<file path="src/design/lss_pkg.sv">
// lss_pkg: shared constants, codes and state type for the lottery scheduler select block
// no dependencies; imported by lss_div, lottery_scheduler_select, the checker and the testbench
`timescale 1ns / 1ps
`default_nettype none

package lss_pkg;

  // table size and derived widths
  localparam int MaxProcs = 16;
  localparam int CntW     = $clog2(MaxProcs + 1);
  localparam int IdxW     = (MaxProcs > 1) ? $clog2(MaxProcs) : 1;

  // field widths
  localparam int IdW      = 16;
  localparam int TktW     = 16;
  localparam int DrawW    = 7;
  localparam int StatW    = 2;
  localparam int ReqW     = 2;

  // percent scaling
  localparam int Scale    = 100;
  localparam int ScaleW   = $clog2(Scale + 1);
  // quotient never exceeds the scale since one entry is at most the total
  localparam int QuoW     = ScaleW;
  localparam int TotW     = TktW + CntW;
  localparam int ProdW    = TktW + ScaleW;
  localparam int DsW      = TotW + QuoW;
  localparam int StepW    = (QuoW > 1) ? $clog2(QuoW) : 1;

  // request codes
  localparam logic [ReqW-1:0] ReqAdd  = 2'd0;
  localparam logic [ReqW-1:0] ReqNorm = 2'd1;
  localparam logic [ReqW-1:0] ReqDraw = 2'd2;
  localparam logic [ReqW-1:0] ReqNone = 2'd3;

  // status codes
  localparam logic [StatW-1:0] StOk       = 2'd0;
  localparam logic [StatW-1:0] StNoWinner = 2'd1;
  localparam logic [StatW-1:0] StFull     = 2'd2;

  typedef enum logic [2:0] {
    S_IDLE,
    S_SUM,
    S_DIV_GO,
    S_DIV_WAIT,
    S_DRAW,
    S_DONE
  } seq_state_t;

endpackage : lss_pkg

`default_nettype wire

</file>
<file path="src/design/lss_div.sv">
// lss_div: restoring divider, one quotient bit per cycle
// depends on lss_pkg for widths
`timescale 1ns / 1ps
`default_nettype none

module lss_div import lss_pkg::*; (
  input  wire logic             clk,
  input  wire logic             rst_n,
  input  wire logic             start,
  input  wire logic [ProdW-1:0] dividend,
  input  wire logic [TotW-1:0]  divisor,
  output logic                  done,
  output logic [QuoW-1:0]       quotient
);

  logic             busy_r, busy_nxt;
  logic             done_r, done_nxt;
  logic [StepW-1:0] step_r, step_nxt;
  logic [DsW-1:0]   rem_r, rem_nxt;
  logic [DsW-1:0]   dsh_r, dsh_nxt;
  logic [QuoW-1:0]  quo_r, quo_nxt;
  logic             fits;

  assign fits = (rem_r >= dsh_r);

  always_comb begin
    busy_nxt = busy_r;
    done_nxt = 1'b0;
    step_nxt = step_r;
    rem_nxt  = rem_r;
    dsh_nxt  = dsh_r;
    quo_nxt  = quo_r;
    if (start) begin
      busy_nxt = 1'b1;
      step_nxt = StepW'(QuoW - 1);
      rem_nxt  = DsW'(dividend);
      dsh_nxt  = DsW'(divisor) << (QuoW - 1);
      quo_nxt  = '0;
    end else if (busy_r) begin
      if (fits) begin
        rem_nxt = rem_r - dsh_r;
      end
      quo_nxt  = {quo_r[QuoW-2:0], fits};
      dsh_nxt  = dsh_r >> 1;
      step_nxt = step_r - StepW'(1);
      if (step_r == '0) begin
        busy_nxt = 1'b0;
        done_nxt = 1'b1;
      end
    end
  end

  always_ff @(posedge clk) begin
    if (!rst_n) begin
      busy_r <= 1'b0;
      done_r <= 1'b0;
    end else begin
      busy_r <= busy_nxt;
      done_r <= done_nxt;
    end
    step_r <= step_nxt;
    rem_r  <= rem_nxt;
    dsh_r  <= dsh_nxt;
    quo_r  <= quo_nxt;
  end

  assign done     = done_r;
  assign quotient = quo_r;

endmodule : lss_div

`default_nettype wire

</file>
<file path="src/design/lottery_scheduler_select.sv">
// lottery scheduler select: table of ids and tickets with add, normalize and draw
// sequence: add and unused code go straight to the result; draw walks up to N entries, one per cycle;
// normalize runs a sum pass, then one divide of QuoW steps per entry
// one divider is shared by all entries; one item is worked at a time
// in_stall is high while an item is in work; a finished result waits in the output register
// synchronous active-low reset clears the sequencer, entry count and output valid, not the tables
`timescale 1ns / 1ps
`default_nettype none

module lottery_scheduler_select import lss_pkg::*; (
  input  wire logic             clk,
  input  wire logic             rst_n,
  // input channel
  input  wire logic             in_valid,
  output logic                  in_stall,
  input  wire logic [ReqW-1:0]  in_req_type,
  input  wire logic [IdW-1:0]   in_process_id,
  input  wire logic [TktW-1:0]  in_ticket_count,
  input  wire logic [DrawW-1:0] in_draw_value,
  // result channel
  output logic                  out_valid,
  input  wire logic             out_stall,
  output logic [StatW-1:0]      out_status,
  output logic [IdW-1:0]        out_winner_id
);

  // entry storage, written at one address and read at the walk index
  logic [IdW-1:0]  id_table   [MaxProcs];
  logic [TktW-1:0] ticket_table [MaxProcs];

  // sequencer state
  seq_state_t       state_r, state_nxt;
  logic [CntW-1:0]  count_r, count_nxt;
  logic [CntW-1:0]  idx_r, idx_nxt;
  logic [TotW-1:0]  total_r, total_nxt;
  logic [DrawW-1:0] draw_r, draw_nxt;
  logic [StatW-1:0] res_status_r, res_status_nxt;
  logic [IdW-1:0]   res_winner_r, res_winner_nxt;

  // output register
  logic             out_valid_r, out_valid_nxt;
  logic [StatW-1:0] out_status_r, out_status_nxt;
  logic [IdW-1:0]   out_winner_r, out_winner_nxt;

  // table write port
  logic             tbl_we;
  logic             tbl_id_we;
  logic [IdxW-1:0]  tbl_waddr;
  logic [TktW-1:0]  tbl_wtkt;

  // walk read and helpers
  logic [TktW-1:0]  cur_tkt;
  logic [TotW-1:0]  run_sum;
  logic [CntW-1:0]  idx_inc;
  logic             last_entry;
  logic             in_beat;
  logic             out_free;

  // divider hookup
  logic             div_start;
  logic             div_done;
  logic [ProdW-1:0] div_dividend;
  logic [QuoW-1:0]  div_quotient;

  assign in_beat    = in_valid && !in_stall;
  assign out_free   = !out_valid_r || !out_stall;
  assign cur_tkt    = ticket_table[idx_r[IdxW-1:0]];
  assign run_sum    = total_r + TotW'(cur_tkt);
  assign idx_inc    = idx_r + CntW'(1);
  assign last_entry = (idx_inc == count_r);
  // tickets times the percent scale, then divided by the total
  assign div_dividend = ProdW'(cur_tkt) * ProdW'(Scale);

  lss_div u_div (
    .clk      (clk),
    .rst_n    (rst_n),
    .start    (div_start),
    .dividend (div_dividend),
    .divisor  (total_r),
    .done     (div_done),
    .quotient (div_quotient)
  );

  always_comb begin
    state_nxt      = state_r;
    count_nxt      = count_r;
    idx_nxt        = idx_r;
    total_nxt      = total_r;
    draw_nxt       = draw_r;
    res_status_nxt = res_status_r;
    res_winner_nxt = res_winner_r;
    out_valid_nxt  = out_valid_r && out_stall;
    out_status_nxt = out_status_r;
    out_winner_nxt = out_winner_r;
    tbl_we         = 1'b0;
    tbl_id_we      = 1'b0;
    tbl_waddr      = idx_r[IdxW-1:0];
    tbl_wtkt       = '0;
    div_start      = 1'b0;
    in_stall       = (state_r != S_IDLE);

    unique case (state_r)
      S_IDLE: begin
        if (in_valid) begin
          idx_nxt        = '0;
          total_nxt      = '0;
          draw_nxt       = in_draw_value;
          res_status_nxt = StOk;
          res_winner_nxt = '0;
          state_nxt      = S_DONE;
          unique case (in_req_type)
            ReqAdd: begin
              if (count_r == CntW'(MaxProcs)) begin
                res_status_nxt = StFull;
              end else begin
                // append at the fill point
                tbl_we    = 1'b1;
                tbl_id_we = 1'b1;
                tbl_waddr = count_r[IdxW-1:0];
                tbl_wtkt  = in_ticket_count;
                count_nxt = count_r + CntW'(1);
              end
            end
            ReqNorm: begin
              if (count_r != '0) begin
                state_nxt = S_SUM;
              end
            end
            ReqDraw: begin
              if (count_r == '0) begin
                res_status_nxt = StNoWinner;
              end else begin
                state_nxt = S_DRAW;
              end
            end
            ReqNone: begin
              state_nxt = S_DONE;
            end
            default: begin
              state_nxt = S_DONE;
            end
          endcase
        end
      end

      // first pass: ticket total
      S_SUM: begin
        total_nxt = run_sum;
        if (last_entry) begin
          idx_nxt   = '0;
          state_nxt = S_DIV_GO;
        end else begin
          idx_nxt = idx_inc;
        end
      end

      // second pass: one divide per entry, zero total gives zero shares
      S_DIV_GO: begin
        if (total_r == '0) begin
          tbl_we = 1'b1;
          if (last_entry) begin
            state_nxt = S_DONE;
          end else begin
            idx_nxt = idx_inc;
          end
        end else begin
          div_start = 1'b1;
          state_nxt = S_DIV_WAIT;
        end
      end

      S_DIV_WAIT: begin
        if (div_done) begin
          tbl_we   = 1'b1;
          tbl_wtkt = TktW'(div_quotient);
          if (last_entry) begin
            state_nxt = S_DONE;
          end else begin
            idx_nxt   = idx_inc;
            state_nxt = S_DIV_GO;
          end
        end
      end

      // cumulative walk, first entry whose running sum reaches the draw wins
      S_DRAW: begin
        total_nxt = run_sum;
        if (TotW'(draw_r) <= run_sum) begin
          res_status_nxt = StOk;
          res_winner_nxt = id_table[idx_r[IdxW-1:0]];
          state_nxt      = S_DONE;
        end else if (last_entry) begin
          res_status_nxt = StNoWinner;
          state_nxt      = S_DONE;
        end else begin
          idx_nxt = idx_inc;
        end
      end

      // hand the result to the output register once it is free
      S_DONE: begin
        if (out_free) begin
          out_valid_nxt  = 1'b1;
          out_status_nxt = res_status_r;
          out_winner_nxt = res_winner_r;
          state_nxt      = S_IDLE;
        end
      end

      default: begin
        state_nxt = S_IDLE;
      end
    endcase
  end

  always_ff @(posedge clk) begin
    if (!rst_n) begin
      state_r     <= S_IDLE;
      count_r     <= '0;
      out_valid_r <= 1'b0;
    end else begin
      state_r     <= state_nxt;
      count_r     <= count_nxt;
      out_valid_r <= out_valid_nxt;
    end
    idx_r        <= idx_nxt;
    total_r      <= total_nxt;
    draw_r       <= draw_nxt;
    res_status_r <= res_status_nxt;
    res_winner_r <= res_winner_nxt;
    out_status_r <= out_status_nxt;
    out_winner_r <= out_winner_nxt;
  end

  // table writes
  always_ff @(posedge clk) begin
    if (tbl_we) begin
      ticket_table[tbl_waddr] <= tbl_wtkt;
    end
    if (tbl_id_we) begin
      id_table[tbl_waddr] <= in_process_id;
    end
  end

  assign out_valid     = out_valid_r;
  assign out_status    = out_status_r;
  assign out_winner_id = out_winner_r;

  // entry count never runs past the table size
  a_count_bound: assert property (@(posedge clk) disable iff (!rst_n)
    count_r <= CntW'(MaxProcs))
    else $error("entry count beyond table size");

  // an accepted add on a table with room grows the count by one
  a_add_grows: assert property (@(posedge clk) disable iff (!rst_n)
    in_beat && in_req_type == ReqAdd && count_r != CntW'(MaxProcs)
    |=> count_r == $past(count_r) + CntW'(1))
    else $error("add beat did not grow the table");

  // only a successful draw reports a nonzero winner
  a_winner_zero: assert property (@(posedge clk) disable iff (!rst_n)
    out_valid_r && out_status_r != StOk |-> out_winner_r == '0)
    else $error("winner id set on a failed beat");

  // the divider only delivers a result in the wait state of the normalize pass
  a_div_scope: assert property (@(posedge clk) disable iff (!rst_n)
    div_done |-> state_r == S_DIV_WAIT)
    else $error("divider result outside normalize pass");

endmodule : lottery_scheduler_select

`default_nettype wire

</file>
<file path="config.mk">
export PLATFORM = sky130hd
export DESIGN_NAME = lottery_scheduler_select
export DESIGN_NICKNAME = d
export VERILOG_FILES = /design/src/design/lss_pkg.sv /design/src/design/lss_div.sv /design/src/design/lottery_scheduler_select.sv
export SDC_FILE = /design/constraint.sdc
export NUM_CORES = 1
export LEC_CHECK = 0
export BUFFER_PORTS_ARGS = -buffer_cell sky130_fd_sc_hd__buf_2
export CAP_MARGIN = 20
export CORE_MARGIN = 4
export CORE_UTILIZATION = 50
export CTS_CLUSTER_SIZE = 40
export DETAILED_ROUTE_END_ITERATION = 16
export GPL_TIMING_DRIVEN = 0
export PLACE_DENSITY = 0.66
export SLEW_MARGIN = 10
export SYNTH_ARGS = -nofsm -noshare
export SYNTH_HDL_FRONTEND = slang
export SYNTH_SLANG_ARGS = --single-unit
</file>
<file path="constraint.sdc">
create_clock -name clk -period 9.03 [get_ports clk]
set_input_delay 0.903 -clock clk [delete_from_list [all_inputs] [get_ports clk]]
set_output_delay 0.903 -clock clk [all_outputs]
set_load 0.01 [all_outputs]
</file>
== Yosys cells after proc, flatten, opt, wreduce, memory -nomap -nowiden ==
Memories as Yosys holds them, arrays and structs flattened. A register that Yosys moved wholly into a read port is not among the register bits.
Index checks and enable logic that the tools add are counted.

* Register bits after elaboration: 145
* Memory bits (writable): 512
* Input bits: 45
* Output and inout port bits: 20
* Word-level logic and storage cells: 142
* Memories: 2

{| class="wikitable"
|+ Memories
! memory !! words !! bits a word !! rd ports !! clocked after Yosys merged registers in !! write ports !! RTL line !! RTL
|-
| id_table || 16 || 16 || 1 || 1 || 1 || lottery_scheduler_select.sv:28 || <nowiki>logic [IdW-1:0] id_table [MaxProcs];</nowiki>
|-
| ticket_table || 16 || 16 || 1 || 1 || 1 || lottery_scheduler_select.sv:29 || <nowiki>logic [TktW-1:0] ticket_table [MaxProcs];</nowiki>
|}

* $add $sub $neg: 5
* Multipliers: 1
* Magnitude comparators: 2
* Equality and inequality tests: 17
* Mux-type cells: 66
* Bitwise logic cells: 3
* Reduce and logical (&&, ||, !) cells: 28

{| class="wikitable"
|+ Operators with widths
! operator !! count
|-
| $mux W16 || 5
|-
| $mux W23 || 3
|-
| $pmux W16 S2 || 2
|-
| $mux W27 || 2
|-
| $pmux W21 S2 || 1
|-
| $mux W5 || 6
|-
| $ge A28 B27 Y1 || 1
|-
| $sub A28 B27 Y28 || 1
|-
| $mux W3 || 9
|-
| $pmux W5 S5 || 1
|-
| $mux W4 || 6
|-
| $add A21 B16 Y21 || 1
|-
| $le A7 B21 Y1 || 1
|-
| $logic_not A21 Y1 || 1
|-
| $mul A16 B5 Y21 const B || 1
|-
| $mux W21 || 1
|-
| $mux W1 || 20
|-
| $pmux W3 S6 || 1
|-
| $ne A2 B2 Y1 const B || 6
|-
| $add A5 B1 Y5 const B || 2
|-
| $reduce_and A2 Y1 || 5
|-
| $reduce_bool A5 Y1 || 2
|-
| $mux W2 || 4
|-
| $pmux W2 S2 || 2
|-
| 27 further kinds || 38
|}

== Depth between registers and ports, before layout ==
* Depth in word-level cells: 7
* Depth in mapped cells: 21
* Depth with buffers taken out: 18

== Hierarchy ==
Synthesis repeated with hierarchy kept, for this count alone.

* Cell total of the unflattened synthesis: 1900
* Area, all modules: 30137.7 µm²

{| class="wikitable"
|+ By module, submodules not included
! module !! instances !! cells each !! area each (µm²) !! sequential area each (µm²)
|-
| lottery_scheduler_select || 1 || 1431 || 25881.1 || 17707.0
|-
| lss_div || 1 || 469 || 4256.6 || 1781.7
|}

== Worst setup path before layout ==
OpenSTA, ideal clock, no wires.

* Kind: reg-to-reg
* Start: register (tool-made name)
* End: register res_winner_r[0] (enable)
* Setup time: 411 ps
* Data arrival time: 5636 ps
* Path slack: 2982 ps
* Cell stages (with the launch flop): 20
* Clock period less this slack: 6048 ps
* Cells stage by stage: dfxtp_1 -> clkbuf_1 -> buf_1 -> mux4_2 -> mux4_2 -> ha_1 -> o21a_1 -> o31a_1 -> o21ai_0 -> nand2b_1 -> xnor2_1 -> ha_1 -> nand4_1 -> nor2_1 -> and4bb_1 -> nand4_1 -> or4_1 -> buf_6 -> inv_1 -> o21ai_0

{| class="wikitable"
|+ RTL lines
! item !! RTL line !! RTL
|-
| end signal, assigned || lottery_scheduler_select.sv:230 || <nowiki>res_winner_r <= res_winner_nxt;</nowiki>
|-
| end, declared || lottery_scheduler_select.sv:38 || <nowiki>logic [IdW-1:0] res_winner_r, res_winner_nxt;</nowiki>
|}

==> results.toml <==
[status]
status = "finished clean"

[routing]
drt_iter0_drc = 1805
drt-pass1-iter-count = 5
vias_per_cell = 5.96
wl_per_cell_um = 24.4
routed_wl_um = 71000
drc = 0
vias = 17300
ant_nets = 0

[place]
placement.io_buffers = 64
postPlaceCellArea_um2 = 32000
gp_congestion = 0.854
dpl.hpwl_um = 49400

[grt]
grt_pass1_vias = 17200
grt_max_degree = 23
grt.overflow.total = 0
antenna_found_initial = 2
grt_pass1_wl_um = 107000
grt_usage = 0.224

[floorplan]
die_x_um = 253
dieArea_um2 = 64000
row_count = 89
core_area_um2 = 59200
io_pins = 65
die_h_um = 253
start_util = 0.506

[clocking]
tritoncts = "built"
clkSinkCount = 661
cts_buffers = 71
path_clk_slew_ns = 0.06
post_cts_resized = 0
postCtsSetupBuffers = 0
root_buffer = "clkbuf_16"
hold_buffers = 0
clk_latency_ns = 0.60
cts_max_path_buffers = 3
htree_levels = 3

[synthesis]
synth-seq-area-share = 0.649
synth.distinct_cells = 72
synth-xor-area-share = 0.0209
synth_fa_ha_area_frac = 0.0550
synth_top_family_by_area = "multiplexers"
synth_edf_count = 623
ys_warn_count = 0
synth_mux_area_frac = 0.128
async_flop_share = 0
syn-num-nets = 2063
netlist_area_um2 = 30000
yosys_register_bits = 661
syn-instance-count = 1894
synthFlopType = "edfxtp_1"
synth-compound-area-share = 0.0553
syn_area_per_cell_um2 = 15.8
yosys.area_share.simple = 0.0674

[worst_setup_path]
path_class = "reg -> reg"
cp-end-kind = "register"
critPathArrivalTime_ns = 7.22
crit_path_start_kind = "register"
cp_max_fo = 10
cp.required_ns = 9.34

[pwr]
cellPowerDensity_nw_per_um2 = 344
power_mw = 11.9
leakage_nw = 12.4
ir_worst_vdd_v = 0.000167

[sta]
finalClockSkew_ns = 0.0188
setup_viol = 0
worst_pin_slew_ns = 1.07
max_freq_mhz = 145
relSlewSlack = 0.285
fin_crit_sh = 0.765
finalMaxSlewViolations = 0
finalCriticalPeriod_ns = 6.91
rsz0062_at_grt = "no"
setup_tns_ns = 0
finalHoldViolations = 0

[final_layout]
finalInstanceArea_um2 = 34600
area_growth_pct = 15.2
fin_nets = 2248
final_util = 0.583
drive_gt1_frac = 0.206

[hold_path]
hold_path_class = "reg -> reg"
worstHoldStart = "res_winner_r[1]"

[flow_run]
cap_violations = 0
[placed cells by master (no fill, tap or decap), types with 49 or more instances in the layout]
| cell type | instances |
|---|---|
| inv_1 | 106 |
| nor2_1 | 84 |
| clkbuf_1 | 75 |
| edfxtp_1 | 623 |
| buf_2 | 71 |
| o21ai_0 | 55 |
| nand2_1 | 113 |
| ha_1 | 111 |
| mux4_2 | 160 |
| a21oi_1 | 49 |
| clkbuf_16 | 74 |
[metal layers]
metal  vias up  track usage  part of all wire
met5         -            0                 0
met4         0       0.0613             0.021
met3       100       0.0396             0.078
met2       712        0.351              0.47
met1      8789        0.330              0.43
li1       7742            -                 -
[sequential cells by signal, summed over array words and instances, names as in the netlist, 3 cells and up, named ones only]
signal          count
total_r            21
u_div.rem_r        28
u_div.quotient      7
u_div.step_r        3
ticket_table      256
idx_r               5
out_winner_id      16
state_r             3
u_div.dsh_r        27
res_winner_r       16
draw_r              7
id_table          256
count_r             5
[stage by stage]
stage / worst slack [ns] / cells / hold slack (ns)
finish: 2.12 / 2909 / 0.416
global route: 1.63 / 2909 / 0.420
CTS: 2.01 / 2894 / 0.418
detailed placement: 2.08 / 2765 / 0.405
global placement: 1.54 / 2731 / 0.402
floorplan: 2.98 / 1894 / 0.400
[critical path: stages, from the launching register on]
cell and delay, ns:
dfxtp_1 0.38, clkbuf_1 0.69, buf_1 0.74, mux4_2 0.61
mux4_2 0.59, ha_1 0.32, ha_1 0.27, inv_1 0.05
fa_1 0.53, inv_1 0.04, ha_1 0.34, a21o_1 0.20
a21oi_1 0.26, o21ai_0 0.16, a41o_1 0.29, a41oi_1 0.36
a21oi_1 0.12, a21oi_1 0.28, xor2_1 0.24, o22ai_1 0.11
[synth_stat cells, types with 3 or more instances]
| library cell | count | share of area |
|---|---|---|
| a2111oi_0 | 3 | 0.00088 |
| a211o_1 | 3 | 0.00088 |
| a211oi_1 | 11 | 0.0028 |
| a21boi_0 | 4 | 0.0010 |
| a21o_1 | 30 | 0.0075 |
| a21oi_1 | 50 | 0.0083 |
| a221oi_1 | 3 | 0.00088 |
| a22o_1 | 7 | 0.0020 |
| a31oi_1 | 12 | 0.0025 |
| and2_1 | 18 | 0.0038 |
| and3_1 | 7 | 0.0015 |
| and4_1 | 3 | 0.00088 |
| buf_1 | 19 | 0.0024 |
| buf_2 | 7 | 0.0012 |
| clkbuf_1 | 57 | 0.0071 |
| dfxtp_1 | 38 | 0.025 |
| edfxtp_1 | 623 | 0.62 |
| fa_1 | 13 | 0.0087 |
| ha_1 | 111 | 0.046 |
| inv_1 | 106 | 0.013 |
| mux2_4 | 3 | 0.0015 |
| mux2i_1 | 16 | 0.0053 |
| mux4_2 | 160 | 0.12 |
| nand2_1 | 113 | 0.014 |
| nand2b_1 | 14 | 0.0029 |
| nand3_1 | 45 | 0.0075 |
| nand3_2 | 3 | 0.0010 |
| nand4_1 | 12 | 0.0025 |
| nor2_1 | 108 | 0.014 |
| nor2b_1 | 38 | 0.0079 |
| nor3_1 | 23 | 0.0038 |
| nor3b_1 | 7 | 0.0018 |
| nor4_1 | 5 | 0.0010 |
| o211ai_1 | 10 | 0.0025 |
| o21a_1 | 8 | 0.0020 |
| o21ai_0 | 56 | 0.0093 |
| o21bai_1 | 7 | 0.0018 |
| o22ai_1 | 11 | 0.0023 |
| o31ai_1 | 9 | 0.0023 |
| or2_2 | 3 | 0.00063 |
| or3_1 | 5 | 0.0010 |
| or4_1 | 5 | 0.0013 |
| xnor2_1 | 41 | 0.012 |
| xor2_1 | 28 | 0.0082 |
[area by class of cell]
cell class                 instances  area (um^2)
clock buffer                      94         1950
inverter                         106          398
sequential                       661        19500
multi-input combinational       1041         9880
fill                            4520        24700
timing repair buffer             112         1080
antenna                            1         2.50
tap                              773          967
clock inverter                    35          479
buffer                            86          344
[cells by family (layout without fill, tap and decap cells)]
kind of cell,count (synthesis),in the layout
DFF,661,661
and+or+nand+nor,416,416
AOI/OAI and AO/OA,250,250
buffers and inverters,192,433
muxes,181,181
adders and majority gates,124,124
xor gates and xnor gates,70,70
other,0,1
[where the power goes]
part / internal, mW / switching [mW] / leakage, nW
clock: 1.82 / 1.18 / 1.17
combinational: 2.07 / 2.94 / 4.91
sequential: 3.73 / 0.160 / 6.34
total: 7.62 / 4.28 / 12.4
[path summary, 6_finish.rpt]
kind / to / slack [ns] / depth (start not counted)
worst max-delay path: u_div.rem_r[22] / 2.12 / 19
worst max register to register: u_div.rem_r[22] / 2.12 / 19
worst min-delay path: out_winner_id[1] / 0.42 / 0
worst min register to register: out_winner_id[1] / 0.42 / 0
Power figures use the tool's default switching activity.
